===== src/rtl/cpa_pkg.sv =====
// cpa_pkg: widths, constants and payload types of the chirp packet airtime block
// used by the channel interfaces, the divider cells and the top level; no dependencies
`timescale 1ns / 1ps

package cpa_pkg;

    // input and output field widths
    localparam int SF_W    = 4;
    localparam int BW_W    = 20;
    localparam int CR_W    = 4;
    localparam int PRE_W   = 16;
    localparam int PL_W    = 8;
    localparam int AIR_W   = 48;

    // validity limits
    localparam logic [SF_W-1:0] SF_MIN = 4'd6;
    localparam logic [CR_W-1:0] CR_MIN = 4'd5;

    // low data rate test: (1000 << sf) > (bw << 4)
    localparam int CHIP_CMP_W = 25;
    localparam logic [CHIP_CMP_W-1:0] CHIP_SCALE = 25'd1000;
    localparam int BW_SHIFT   = 4;

    // payload symbol ceiling division: (num + den - 1) / den
    localparam int NUM_W   = 12;
    localparam int DEN_W   = 6;
    localparam int Q_W     = 8;
    localparam int QCR_W   = Q_W + CR_W;
    localparam logic [NUM_W-1:0] HDR_BIAS = 12'd44;

    // four times the symbol count: 4*pre + 17 + 32 + 4*q*cr
    localparam int SYM4_W  = 19;
    localparam logic [SYM4_W-1:0] SYM_BASE = 19'd49;

    // 10^6 / 4 = 15625 * 2^4, so airtime = (sym4 * 15625 << (sf + 4)) / bw
    localparam int SCALE_W = 14;
    localparam logic [SCALE_W-1:0] SCALE = 14'd15625;
    localparam int MUL_W   = SYM4_W + SCALE_W;
    localparam int M_W     = 32;
    localparam int SHIFT_W = 5;
    localparam logic [SHIFT_W-1:0] SHIFT_BIAS = 5'd4;
    localparam int DIV_W   = 51;

    typedef struct packed {
        logic [SF_W-1:0]  spreading_factor;
        logic [BW_W-1:0]  bandwidth_hz;
        logic [CR_W-1:0]  coding_rate;
        logic [PRE_W-1:0] preamble_symbols;
        logic [PL_W-1:0]  payload_bytes;
    } t_pkt;

    typedef struct packed {
        logic [AIR_W-1:0] airtime_us;
        logic             invalid;
        logic             low_rate_opt;
    } t_res;

    typedef struct packed {
        logic invalid;
        logic ldro;
    } t_flags;

    // carried alongside the ceiling division
    typedef struct packed {
        t_flags           flags;
        logic [PRE_W-1:0] pre;
        logic [CR_W-1:0]  cr;
        logic [SF_W-1:0]  sf;
        logic [BW_W-1:0]  bw;
    } t_side_a;

    // pipeline control handed to a chain of cells
    typedef struct packed {
        logic en;
        logic valid;
    } t_pipe_ctl;

endpackage


===== src/rtl/cpa_div_cell.sv =====
// cpa_div_cell: one restoring division cell, one quotient bit per cycle while i_ctl.en is high
// depends on cpa_pkg for the pipeline control struct
`timescale 1ns / 1ps

module cpa_div_cell #(
    parameter int DEN_W  = 6,
    parameter int WORD_W = 12,
    parameter int SIDE_W = 1
) (
    input  logic               i_clk,
    input  logic               i_rst_n,
    input  cpa_pkg::t_pipe_ctl i_ctl,
    input  logic [DEN_W-1:0]   i_rem,
    input  logic [WORD_W-1:0]  i_word,
    input  logic [DEN_W-1:0]   i_den,
    input  logic [SIDE_W-1:0]  i_side,
    output logic               o_valid,
    output logic [DEN_W-1:0]   o_rem,
    output logic [WORD_W-1:0]  o_word,
    output logic [DEN_W-1:0]   o_den,
    output logic [SIDE_W-1:0]  o_side
);

    logic              r_valid;
    logic [DEN_W-1:0]  r_rem, n_rem;
    logic [WORD_W-1:0] r_word, n_word;
    logic [DEN_W-1:0]  r_den;
    logic [SIDE_W-1:0] r_side;
    logic [DEN_W:0]    trial, diff;
    logic              ge;

    // dividend bits leave the top of the word, quotient bits enter at the bottom
    always_comb begin
        trial  = {i_rem, i_word[WORD_W-1]};
        diff   = trial - {1'b0, i_den};
        ge     = (trial >= {1'b0, i_den});
        n_rem  = ge ? diff[DEN_W-1:0] : trial[DEN_W-1:0];
        n_word = {i_word[WORD_W-2:0], ge};
    end

    always_ff @(posedge i_clk) begin
        if (!i_rst_n) begin
            r_valid <= 1'b0;
        end else if (i_ctl.en) begin
            r_valid <= i_ctl.valid;
        end
    end

    always_ff @(posedge i_clk) begin
        if (i_ctl.en) begin
            r_rem  <= n_rem;
            r_word <= n_word;
            r_den  <= i_den;
            r_side <= i_side;
        end
    end

    assign o_valid = r_valid;
    assign o_rem   = r_rem;
    assign o_word  = r_word;
    assign o_den   = r_den;
    assign o_side  = r_side;

endmodule


===== src/rtl/cpa_div_chain.sv =====
// cpa_div_chain: row of division cells, one cell per dividend bit
// depends on cpa_pkg and cpa_div_cell
`timescale 1ns / 1ps

module cpa_div_chain #(
    parameter int DEN_W  = 6,
    parameter int WORD_W = 12,
    parameter int SIDE_W = 1
) (
    input  logic               i_clk,
    input  logic               i_rst_n,
    input  cpa_pkg::t_pipe_ctl i_ctl,
    input  logic [WORD_W-1:0]  i_word,
    input  logic [DEN_W-1:0]   i_den,
    input  logic [SIDE_W-1:0]  i_side,
    output logic               o_valid,
    output logic [WORD_W-1:0]  o_word,
    output logic [SIDE_W-1:0]  o_side
);

    logic [WORD_W:0]    valid_tap;
    logic [DEN_W-1:0]   rem_tap  [WORD_W+1];
    logic [WORD_W-1:0]  word_tap [WORD_W+1];
    logic [DEN_W-1:0]   den_tap  [WORD_W+1];
    logic [SIDE_W-1:0]  side_tap [WORD_W+1];
    cpa_pkg::t_pipe_ctl cell_ctl [WORD_W];

    assign valid_tap[0] = i_ctl.valid;
    assign rem_tap[0]   = '0;
    assign word_tap[0]  = i_word;
    assign den_tap[0]   = i_den;
    assign side_tap[0]  = i_side;

    for (genvar g = 0; g < WORD_W; g++) begin : g_cell
        assign cell_ctl[g] = '{en: i_ctl.en, valid: valid_tap[g]};

        cpa_div_cell #(
            .DEN_W  (DEN_W),
            .WORD_W (WORD_W),
            .SIDE_W (SIDE_W)
        ) u_cell (
            .i_clk   (i_clk),
            .i_rst_n (i_rst_n),
            .i_ctl   (cell_ctl[g]),
            .i_rem   (rem_tap[g]),
            .i_word  (word_tap[g]),
            .i_den   (den_tap[g]),
            .i_side  (side_tap[g]),
            .o_valid (valid_tap[g+1]),
            .o_rem   (rem_tap[g+1]),
            .o_word  (word_tap[g+1]),
            .o_den   (den_tap[g+1]),
            .o_side  (side_tap[g+1])
        );
    end

    // after the last cell the word holds the whole quotient
    assign o_valid = valid_tap[WORD_W];
    assign o_word  = word_tap[WORD_W];
    assign o_side  = side_tap[WORD_W];

endmodule

===== config.mk =====
export PLATFORM = sky130hd
export DESIGN_NAME = cpa_div_chain
export DESIGN_NICKNAME = d
export VERILOG_FILES = /design/src/rtl/cpa_pkg.sv /design/src/rtl/cpa_div_cell.sv /design/src/rtl/cpa_div_chain.sv
export SDC_FILE = /design/constraint.sdc
export NUM_CORES = 1
export LEC_CHECK = 0
export ABC_AREA = 1
export ABC_CLOCK_PERIOD_IN_PS = 1900
export BUFFER_PORTS_ARGS = -buffer_cell sky130_fd_sc_hd__buf_4
export CORE_ASPECT_RATIO = 1.1
export CORE_MARGIN = 2
export CORE_UTILIZATION = 56
export DETAILED_ROUTE_END_ITERATION = 8
export GPL_TIMING_DRIVEN = 0
export PLACE_DENSITY = 0.86
export SYNTH_ARGS = -nofsm -noshare
export SYNTH_HDL_FRONTEND = slang
export SYNTH_SLANG_ARGS = --single-unit

===== constraint.sdc =====
create_clock -name i_clk -period 1.9 [get_ports i_clk]
set_clock_uncertainty 0.1 [all_clocks]
set_input_delay 0.19 -clock i_clk [delete_from_list [all_inputs] [get_ports i_clk]]
set_output_delay 0.19 -clock i_clk [all_outputs]
set_load 0.005 [all_outputs]

; After elaboration in Yosys (flattened, before gate mapping)
; Index checks and enable logic that the tools add are counted.
[word_totals]
ff_bits = 300
latchBits = 0
ramBits = 0
rom_bits = 0
input_bits = 23
output_inout_bits = 14
elab_cells = 93
n_memories = 0
[classes]
n_addsub = 11
mul = 0
div = 0
n_lt_le_gt_ge = 12
eq_ne = 0
shifts = 0
mux = 11
bitwise = 0
reduce_logical = 0
[op_table]
columns = cell, count
row1 = >= comparator 7 x 6 -> 1 bit, 11
row2 = two-way mux 6 bit, 10
row3 = subtractor 6 bit, 10
row4 = >= comparator 1 x 6 -> 1 bit, 1
row5 = subtractor 1 x 6 -> 6 bit, 1
row6 = two-way mux 1 bit, 1

; Depth between registers and ports, before layout
; Gate-level depths: netlist of run 1.
[logic_depth]
depth_word = 2
ltp_mapped = 11
ltp_nobuf = 10

; By module
; A second synthesis of run 1 with hierarchy kept.
[unflattened]
hier_cells = 1213
area_unflattened_um2 = 14522.7
[by_module_without_submodules]
columns = module, instances, cells_each, area_per_inst_um2, seq_area_each_um2
row1 = cpa_div_cell, 12, 101, 1209.9, 770.7
row2 = cpa_div_chain, 1, 1, 3.8, 0.0

; Worst setup path after synthesis of run 1
; Ideal clock, no wire load.
[synth_timing]
kind = reg-to-reg
startpoint = register g_cell[3].u_cell.r_den[0]
endpoint = register g_cell[4].u_cell.r_rem[4] (data pin)
setup_time_ns = 0.253
arrival_time_ns = 1.429
t_required_ns = 1.547
path_slack_ns = 0.118
stages_incl_launch_ff = 8
path_buffers = 0
period_less_slack_ns = 1.782
path_cell_list = edfxtp_1 ha_1 fa_1 nand3b_1 nand4_1 nand2_1 nand2_1 o21ai_2
[synth_via]
elab_chain_len = 2
elab_cells_between_ends = 3
cone_classes = add/sub (1) / order compare (1) / mux (1)
[synth_rtl]
columns = element, line
row1 = from (decl), cpa_div_cell.sv:27  ; logic [DEN_W-1:0] r_den;
row2 = from (signal assigned), cpa_div_cell.sv:53  ; r_den <= i_den;
row3 = subtractor 6 bit or >= comparator 7 x 6 -> 1 bit (tied branches), "cpa_div_cell.sv:35, cpa_div_cell.sv:36"
row4 = two-way mux 6 bit *, cpa_div_cell.sv:37  ; n_rem = ge ? diff[DEN_W-1:0] : trial[DEN_W-1:0];
row5 = via g_cell[4].u_cell.n_rem[4], cpa_div_cell.sv:25  ; logic [DEN_W-1:0] r_rem, n_rem;
row6 = to (signal assigned), cpa_div_cell.sv:51  ; r_rem <= n_rem;
row7 = to (decl), cpa_div_cell.sv:25
; The timed path passes the listed nets; every way through them passes the cells marked *.
; A chain may end at the register's enable or synchronous reset.

; Worst setup path in the final report of run 1
[layout_timing]
startpoint = register g_cell[6].u_cell.r_den[1]
endpoint = register g_cell[7].u_cell.r_rem[5] (data pin)
[layout_via]
elab_chain_len = 2
elab_cells_between_ends = 3
cone_classes = add/sub (1) / order compare (1) / mux (1)
[layout_rtl]
columns = element, line
row1 = from (decl), cpa_div_cell.sv:27
row2 = from (signal assigned), cpa_div_cell.sv:53
row3 = subtractor 6 bit or >= comparator 7 x 6 -> 1 bit (tied branches), "cpa_div_cell.sv:35, cpa_div_cell.sv:36"
row4 = two-way mux 6 bit *, cpa_div_cell.sv:37
row5 = via g_cell[7].u_cell.n_rem[5], cpa_div_cell.sv:25
row6 = to (signal assigned), cpa_div_cell.sv:51
row7 = to (decl), cpa_div_cell.sv:25
; Marks and branches as above.

==> qor.log, run 1 <==
INFO  power          worst_ir_drop_vdd=0.000835V
INFO  power          power.static_leakage=0.00690uW
INFO  timing         clock.fmax=512MHz
INFO  worst_hold_path holdCritStartpoint=i_ctl[1]
INFO  synth          syn-mean-instance-area=12.0um2
INFO  drt            drt_wl_total=24200um
INFO  clock_network  cts-htree-levels=1
INFO  synth          post_synth_instance_area=13500um2
INFO  timing         slew_headroom=0.573
INFO  final_layout   post-route-util=0.695
INFO  drt            via_to_cell_ratio=5.34
INFO  clock_network  clock_insertion_delay_worst_skew=550ps
INFO  timing         transition_at_the_pin_with_the_smallest_max_transition_slack=641ps
INFO  timing         period_share=1.03
INFO  setup_path     critical_path_peak_fanout=4
INFO  final_layout   multiInputGateArea=4540um2
INFO  synth          synth_largest_type_area_fraction=0.639
INFO  clock_network  clock_tree_from_tritoncts=yes
INFO  synth          synth_fa_ha_area_frac=0.0869
INFO  final_layout   drive_above_1_share=0.220
INFO  synth          synth_simple_gate_area_share=0.155
INFO  flow_run       max_cap_violation_count=0
INFO  drt            post_drt_wl_per_cell=15.3um
INFO  global_route   grt_pass1_vias=8162
INFO  global_route   grt_start_max_net_pins=125
INFO  synth          ys_seq_elements=300
INFO  floorplanning  die_width=152um
INFO  drt            antenna_left=0
INFO  synth          synth_largest_area_cell=edfxtp_1
INFO  worst_hold_path min-delay-path-class=in2reg
INFO  final_layout   insertedDiodeCount=0
INFO  clock_network  cts_inserted_buffers=30
INFO  synth          yosysWarnings=0
INFO  setup_path     timing.critical_path.required=2100ps
INFO  worst_hold_path timing.hold.worst_path_depth=1
INFO  synth          synth_compound_gate_area_share=0.0328
INFO  global_route   track_usage=0.166
INFO  final_layout   final_nets=1368
INFO  synth          yosysUniqueCellTypes=30
INFO  setup_path     timing.reg2reg.setup_slack=-50ps
INFO  synth          combinational_family_with_the_most_area_after_synthesis=simple AND/OR/NAND/NOR gates
INFO  global_route   antenna_violations_before_repair=0
INFO  final_layout   syn2layout_area_growth=21.7%
INFO  timing         hold_vio_cnt_final=0
INFO  setup_path     reg2reg_depth=8
INFO  setup_path     critical_path.endpoint_type=flip-flop
INFO  floorplanning  die_h=167um
INFO  synth          synth_top_cells_by_area=edfxtp_1 (64%), ha_1 (7.2%), nand2_1 (6.4%), inv_1 (5.4%), nand3_1 (2.3%)
INFO  synth          synthXorXnorAreaFrac=0.0103
INFO  setup_path     worstReg2RegEnd=g_cell[7].u_cell.o_rem[5]$_DFFE_PP_
INFO  worst_hold_path worstHoldEndpoint=g_cell[0].u_cell.o_word[3]$_DFFE_PP_
INFO  timing         fin_worst_setup_slack=-53.9ps
INFO  placed_design  place_hpwl=13900um
INFO  clock_network  tritoncts_num_sinks=300
INFO  drt            drtPass1Iterations=6
INFO  placed_design  globalplace.congestion=0.913
INFO  floorplanning  placeableCoreArea=23700um2
INFO  global_route   globalRoute.totalOverflow=0
INFO  clock_network  path_clk_slew=60ps
INFO  setup_path     regToRegStartpoint=g_cell[6].u_cell.o_den[1]$_DFFE_PP_
INFO  synth          synth.yosys.seq_area_share=0.656
INFO  floorplanning  effective_utilization_at_floorplan=0.571
INFO  timing         setup_violating_endpoint_count_in_the_final_report=4
INFO  setup_path     worstSetupPathType=reg2reg
INFO  timing         timing_max_transition_violations_final=0
INFO  setup_path     critical_path.startpoint_type=flip-flop
INFO  global_route   grt_first_pass_wirelength=35300um
INFO  timing         layout_min_cycle_time=1950ps
INFO  floorplanning  io-pin-count=37
INFO  synth          synth.area.mux_share=0
INFO  synth          synthFlopType=edfxtp_1
INFO  final_layout   layout.area.seq=8890um2
INFO  setup_path     cp_data_arrival_time=2150ps
INFO  drt            drt_first_iter_violations=660
INFO  final_layout   n_fill_cell=1482
INFO  drt            dr_total_vias=8454
INFO  synth          synth-edff-count=288
INFO  floorplanning  fp-row-count=59
INFO  run_status     outcome=complete, but fails checks
INFO  synth          synthesis.instances=1126
INFO  synth          asyncSetResetFlopFracSynth=0
INFO  floorplanning  design.die.area=25400um2
INFO  clock_network  clock_tree.buffer_depth=3
INFO  placed_design  io_buffer_count=36
INFO  drt            drc=0
INFO  timing         worst_hold_slack=42.3ps
INFO  run_status     failed_checks=setup timing
INFO  synth          synth.net_count=1237
INFO  clock_network  cts_root_buf=clkbuf_16
INFO  synth          synth_common_cells=edfxtp_1 (288), nand2_1 (231), inv_1 (195)
INFO  synth          post-synth-top-count-cell=edfxtp_1
INFO  power          power_density_normalized_to_cell_area=1280nW/um2
[cells in the final DEF, fill, tap and decap left out, types with 21 or more instances in the layout]
cell type,instances
edfxtp_1,288
nand3_1,57
clkbuf_16,34
nor2_1,64
o21ai_2,21
nand2_1,220
buf_4,69
ha_4,28
dlygate4sd3_1,21
ha_1,37
inv_1,183
[worst max-delay path, cell delays in order, from the launching register on]
cell and delay [ps]:
edfxtp_1 440, inv_1 120, ha_4 300, nand2_1 50, nor2_1 120, nand2_2 120, and2_1 240, nand3_1 110
nand2_1 90
[final cells by class]
class | count | share of cell area
Clock inverter | 10 | 0.00759
Sequential cell | 300 | 0.539
Inverter | 195 | 0.0444
Clock buffer | 44 | 0.0538
Buffer | 8 | 0.00456
Multi-Input combinational cell | 627 | 0.276
Tap cell | 305 | 0.0232
Timing Repair Buffer | 95 | 0.0515
[metrics by stage]
stage / setup WS [ps] / std cells / power [uW] / cell area [um2] / setup TNS, ps
finish: -53.9 / 1584 / 21000 / 16500 / -122
global route: -117 / 1584 / 22100 / 16500 / -1350
CTS: 2.74 / 1553 / 20000 / 15700 / 0
detailed placement: -275 / 1469 / 13800 / 14300 / -33280
global placement: -1850 / 1467 / 13500 / 14200 / -438380
floorplan: 118 / 1126 / 12600 / 13500 / 0
[repair_timing]
action | in CTS | in global routing
setup endpoints to repair | 36 | 62
cloned | 1 | 5
buffers inserted | 8 | 26
hold buffers | 21 | 0
pin swaps | 3 | 18
hold endpoints to repair | 25 | 0
resized for setup | 18 | 109
[cells by family after synthesis]
| logic type | Yosys count |
|---|---|
| and+or+nand+nor | 452 |
| buffers and inverters | 203 |
| xor gates and xnor gates | 16 |
| adders and majority gates | 88 |
| AOI/OAI and AO/OA | 67 |
| DFF | 300 |
[registers in the layout (all words and copies together), names as in the netlist]
name and count:
g_cell.u_cell.o_word 144, g_cell.u_cell.o_den 66, g_cell.u_cell.o_rem 66, g_cell.u_cell.o_side 12, g_cell.u_cell.o_valid 12
[how the worst max path moves through the flow]
stage | startpoint | end | slack (ps) | cells past startpoint
after CTS | g_cell[5].u_cell.o_den[0]$_DFFE_PP_ | g_cell[6].u_cell.o_rem[4]$_DFFE_PP_ | 3 | 7
after detailed placement | i_ctl[1] | g_cell[11].u_cell.o_word[11]$_DFFE_PP_ | -270 | 3
after global placement | i_ctl[1] | g_cell[8].u_cell.o_valid$_SDFFE_PN0P_ | -1850 | 5
final | g_cell[6].u_cell.o_den[1]$_DFFE_PP_ | g_cell[7].u_cell.o_rem[5]$_DFFE_PP_ | -50 | 8
after global routing | g_cell[6].u_cell.o_den[4]$_DFFE_PP_ | g_cell[7].u_cell.o_rem[5]$_DFFE_PP_ | -120 | 8
after floorplan | g_cell[3].u_cell.o_den[0]$_DFFE_PP_ | g_cell[4].u_cell.o_rem[4]$_DFFE_PP_ | 120 | 7
[power breakdown]
part           switching (uW)  total [uW]  internal [uW]
Combinational            3500        6070           2580
Sequential                478        8990           8510
Clock                    2350        5970           3610
[layer usage]
layer / global-route usage / vias to the layer above / share of wire
li1: - / 4066 / -
met1: 0.172 / 4035 / 0.36
met2: 0.325 / 275 / 0.57
met3: 0.0247 / 78 / 0.042
met4: 0.0800 / 0 / 0.035
met5: 0 / - / 0
Power figures use the tool's default switching activity.
==> inputs of run 2 (changes only) <==
Settings changed: CORE_UTILIZATION 56 to 58, CTS_BUF_LIST from default to sky130_fd_sc_hd__clkbuf_8, PLACE_DENSITY 0.86 to 0.88.
==> run 2 against run 1 <==
The run still ends with setup timing left. Via count rose by 3.3%. Register-to-register slack about the same. Final cell count is 1.1% higher. Non-clock buffer count down 1. Final area fell by 0.70%.
==> qor.log, run 2 (synthesis results as in run 1) <==
INFO  power          share_comb_of_total_power=0.314 [+0.025]
INFO  timing         fin_worst_setup_slack=-50.3ps [+3.65 ps]
INFO  global_route   grt_first_pass_wirelength=35600um [+0.78%]
INFO  power          clock_power_share=0.240 [-0.044]
INFO  setup_path     path_common_cell=nand2_1
INFO  run_status     outcome=complete, but fails checks
INFO  timing         slew_headroom=0.557 [-0.0156]
INFO  drt            antenna_left=0 [unchanged]
INFO  setup_path     timing.critical_path.required=2110ps [about the same]
INFO  global_route   met2_use_gr=0.345 [+0.0196]
INFO  setup_path     timing.reg2reg.setup_slack=-50ps [about the same]
INFO  power          power_density_normalized_to_cell_area=1240nW/um2 [-3.0%]
INFO  drt            dr_total_vias=8729 [+3.3%]
INFO  global_route   most_crowded_layer_gr=met2
INFO  final_layout   insertedDiodeCount=0 [unchanged]
INFO  drt            drtPass1Iterations=7 [+1]
INFO  global_route   globalRoute.totalOverflow=0 [unchanged]
INFO  global_route   antenna_violations_before_repair=0 [unchanged]
INFO  setup_path     crit_path_top_delay_cell=edfxtp_1
INFO  global_route   grt_start_max_net_pins=131 [+4.8%]
INFO  floorplanning  io-pin-count=37 [unchanged]
INFO  setup_path     critical_path.startpoint_type=flip-flop
INFO  power          switching_power=6580uW [+3.9%]
INFO  clock_network  clock_tree_from_tritoncts=yes
INFO  setup_path     timing.critical_path.cells=ha_4 -> nand2_1 -> nand2_2 -> a21oi_4 -> nand3_2 -> buf_6 -> nand2_1 -> o21ai_1
INFO  power          power.total=20300uW [-3.7%]
INFO  final_layout   drive_above_1_share=0.227 [+0.00686]
INFO  floorplanning  fp-row-count=58 [-1.7%]
INFO  floorplanning  effective_utilization_at_floorplan=0.590 [+0.0190]
INFO  global_route   grt_pass1_vias=8160 [-0.025%]
INFO  power          seqPwrFrac=0.446 [+0.019]
INFO  setup_path     cpPeakStageDelay=470ps [+30 ps]
INFO  worst_hold_path timing.hold.worst_path_depth=1 [unchanged]
INFO  final_layout   layout.cells.most_common_list=edfxtp_1 (288), nand2_1 (216), inv_1 (203), buf_4 (67), nor2_1 (64)
INFO  timing         period_share=1.03 [-0.00192]
INFO  placed_design  globalplace.congestion=0.923 [+1.1%]
INFO  run_status     failed_checks=setup timing
INFO  clock_network  cts_root_buf=clkbuf_8
INFO  power          power.share.switching=0.325 [+0.0237]
INFO  timing         hold_vio_cnt_final=0 [unchanged]
INFO  setup_path     critical-path-top-delay-family=flip-flops
INFO  clock_network  path_clk_slew=60ps [about the same]
INFO  placed_design  io_buffer_count=36 [unchanged]
INFO  clock_network  tritoncts_num_sinks=300 [unchanged]
INFO  global_route   track_usage=0.179 [+0.0123]
INFO  setup_path     worstSetupPathType=reg2reg
INFO  setup_path     cp_data_arrival_time=2160ps [about the same]
INFO  final_layout   n_fill_cell=1404 [-5.3%]
INFO  timing         transition_at_the_pin_with_the_smallest_max_transition_slack=664ps [+23.4 ps]
INFO  floorplanning  die_h=164um [-1.7%]
INFO  timing         layout_min_cycle_time=1950ps [-3.65 ps]
INFO  power          internal-power=13700uW [-6.9%]
INFO  floorplanning  die_width=150um [-1.7%]
INFO  final_layout   final_nets=1384 [+1.2%]
INFO  setup_path     critical_path_peak_fanout=5 [+1]
INFO  final_layout   finish.instance_area=16400um2 [-0.70%]
INFO  clock_network  clock_tree.buffer_depth=3 [unchanged]
INFO  floorplanning  placeableCoreArea=22900um2 [-3.2%]
INFO  setup_path     worst-path-buf-inv=1 [unchanged]
INFO  global_route   groute.layer.met3.usage=0.0356 [+0.0108]
INFO  flow_run       max_cap_violation_count=0 [unchanged]
INFO  placed_design  place_hpwl=13800um [-0.42%]
INFO  power          power.static_leakage=0.00693uW [+0.38%]
INFO  clock_network  cts-htree-levels=2 [+1]
INFO  drt            drt_wl_total=25900um [+7.0%]
INFO  clock_network  cts_inserted_buffers=47 [+57%]
INFO  floorplanning  design.die.area=24600um2 [-3.4%]
INFO  drt            drt_first_iter_violations=557 [-16%]
INFO  timing         clock.fmax=513MHz [+0.19%]
INFO  setup_path     reg2reg_depth=8 [unchanged]
INFO  clock_network  clock_insertion_delay_worst_skew=560ps [about the same]
INFO  final_layout   syn2layout_area_growth=20.8%
INFO  global_route   use_met1=0.186 [+0.0135]
INFO  placed_design  post_dp_cell_area=14200um2 [about the same]
INFO  final_layout   largest_register_ff_count=144 [unchanged]
INFO  timing         setup_violating_endpoint_count_in_the_final_report=12 [+8]
INFO  drt            via_to_cell_ratio=5.45 [+2.1%]
INFO  setup_path     critical_path.endpoint_type=flip-flop
INFO  timing         rsz0062_at_grt=true
INFO  worst_hold_path min-delay-path-class=in2reg
INFO  timing         timing_max_transition_violations_final=0 [unchanged]
INFO  drt            drc=0 [unchanged]
INFO  setup_path     critical_path_cell_count=8 [unchanged]
INFO  final_layout   most_common_cell_after_layout_fill_and_taps_aside=edfxtp_1
INFO  power          worst_ir_drop_vdd=0.000936V [+12%]
INFO  drt            post_drt_wl_per_cell=16.2um [+5.8%]
## run 2: layer usage
metal	routed length [um]	part of all wire	vias up
met3	1250	0.048	84
li1	-	-	4091
met1	9150	0.35	4223
met2	14600	0.56	331
met5	0	0	-
met4	881	0.034	0
## run 2: power groups by stage
stage	Clock (uW)	Combinational (uW)	Sequential [uW]
finish	4850	6370	9030
global route	5270	6930	9120
CTS	4970	5020	8900
detailed placement	0	4810	9030
global placement	0	4470	9000
floorplan	0	3700	8890
## run 2: final cells by class
| type | count | area [um2] | share of cell area |
|---|---|---|---|
| Clock inverter | 29 | 146 | 0.00895 |
| Timing Repair Buffer | 94 | 841 | 0.0514 |
| Tap cell | 300 | 375 | 0.0229 |
| Sequential cell | 300 | 8890 | 0.543 |
| Multi-Input combinational cell | 627 | 4630 | 0.283 |
| Buffer | 8 | 75.1 | 0.00459 |
| Clock buffer | 49 | 674 | 0.0412 |
| Inverter | 195 | 732 | 0.0447 |
## run 2: worst paths after layout
check | from | end
max | g_cell[7].u_cell.o_rem[3]$_DFFE_PP_ | g_cell[8].u_cell.o_rem[4]$_DFFE_PP_
min | i_ctl[1] | g_cell[3].u_cell.o_side$_DFFE_PP_
max reg2reg | g_cell[7].u_cell.o_rem[3]$_DFFE_PP_ | g_cell[8].u_cell.o_rem[4]$_DFFE_PP_
min reg2reg | g_cell[8].u_cell.o_side$_DFFE_PP_ | g_cell[9].u_cell.o_side$_DFFE_PP_
## run 2: through the flow
step | TNS (ps) | setup WS [ps] | utilization | hold slack (ps) | cells
global route | -1910 | -124 | 0.713 | 33.6 | 1602
floorplan | 0 | 118 | - | 189 | 1126
detailed placement | -659 | -64.2 | 0.621 | 269 | 1464
finish | -286 | -50.3 | 0.713 | 28.2 | 1602
global placement | -427850 | -1820 | 0.619 | 268 | 1462
CTS | 0 | 0.866 | 0.673 | 19.7 | 1572
## run 2: repair_timing
item,CTS,global route
pin swaps,2,18
hold buffers,21,0
hold endpoints to repair,25,0
gates cloned,0,7
resized for setup,12,124
setup endpoints to repair,47,61
setup buffers,9,23
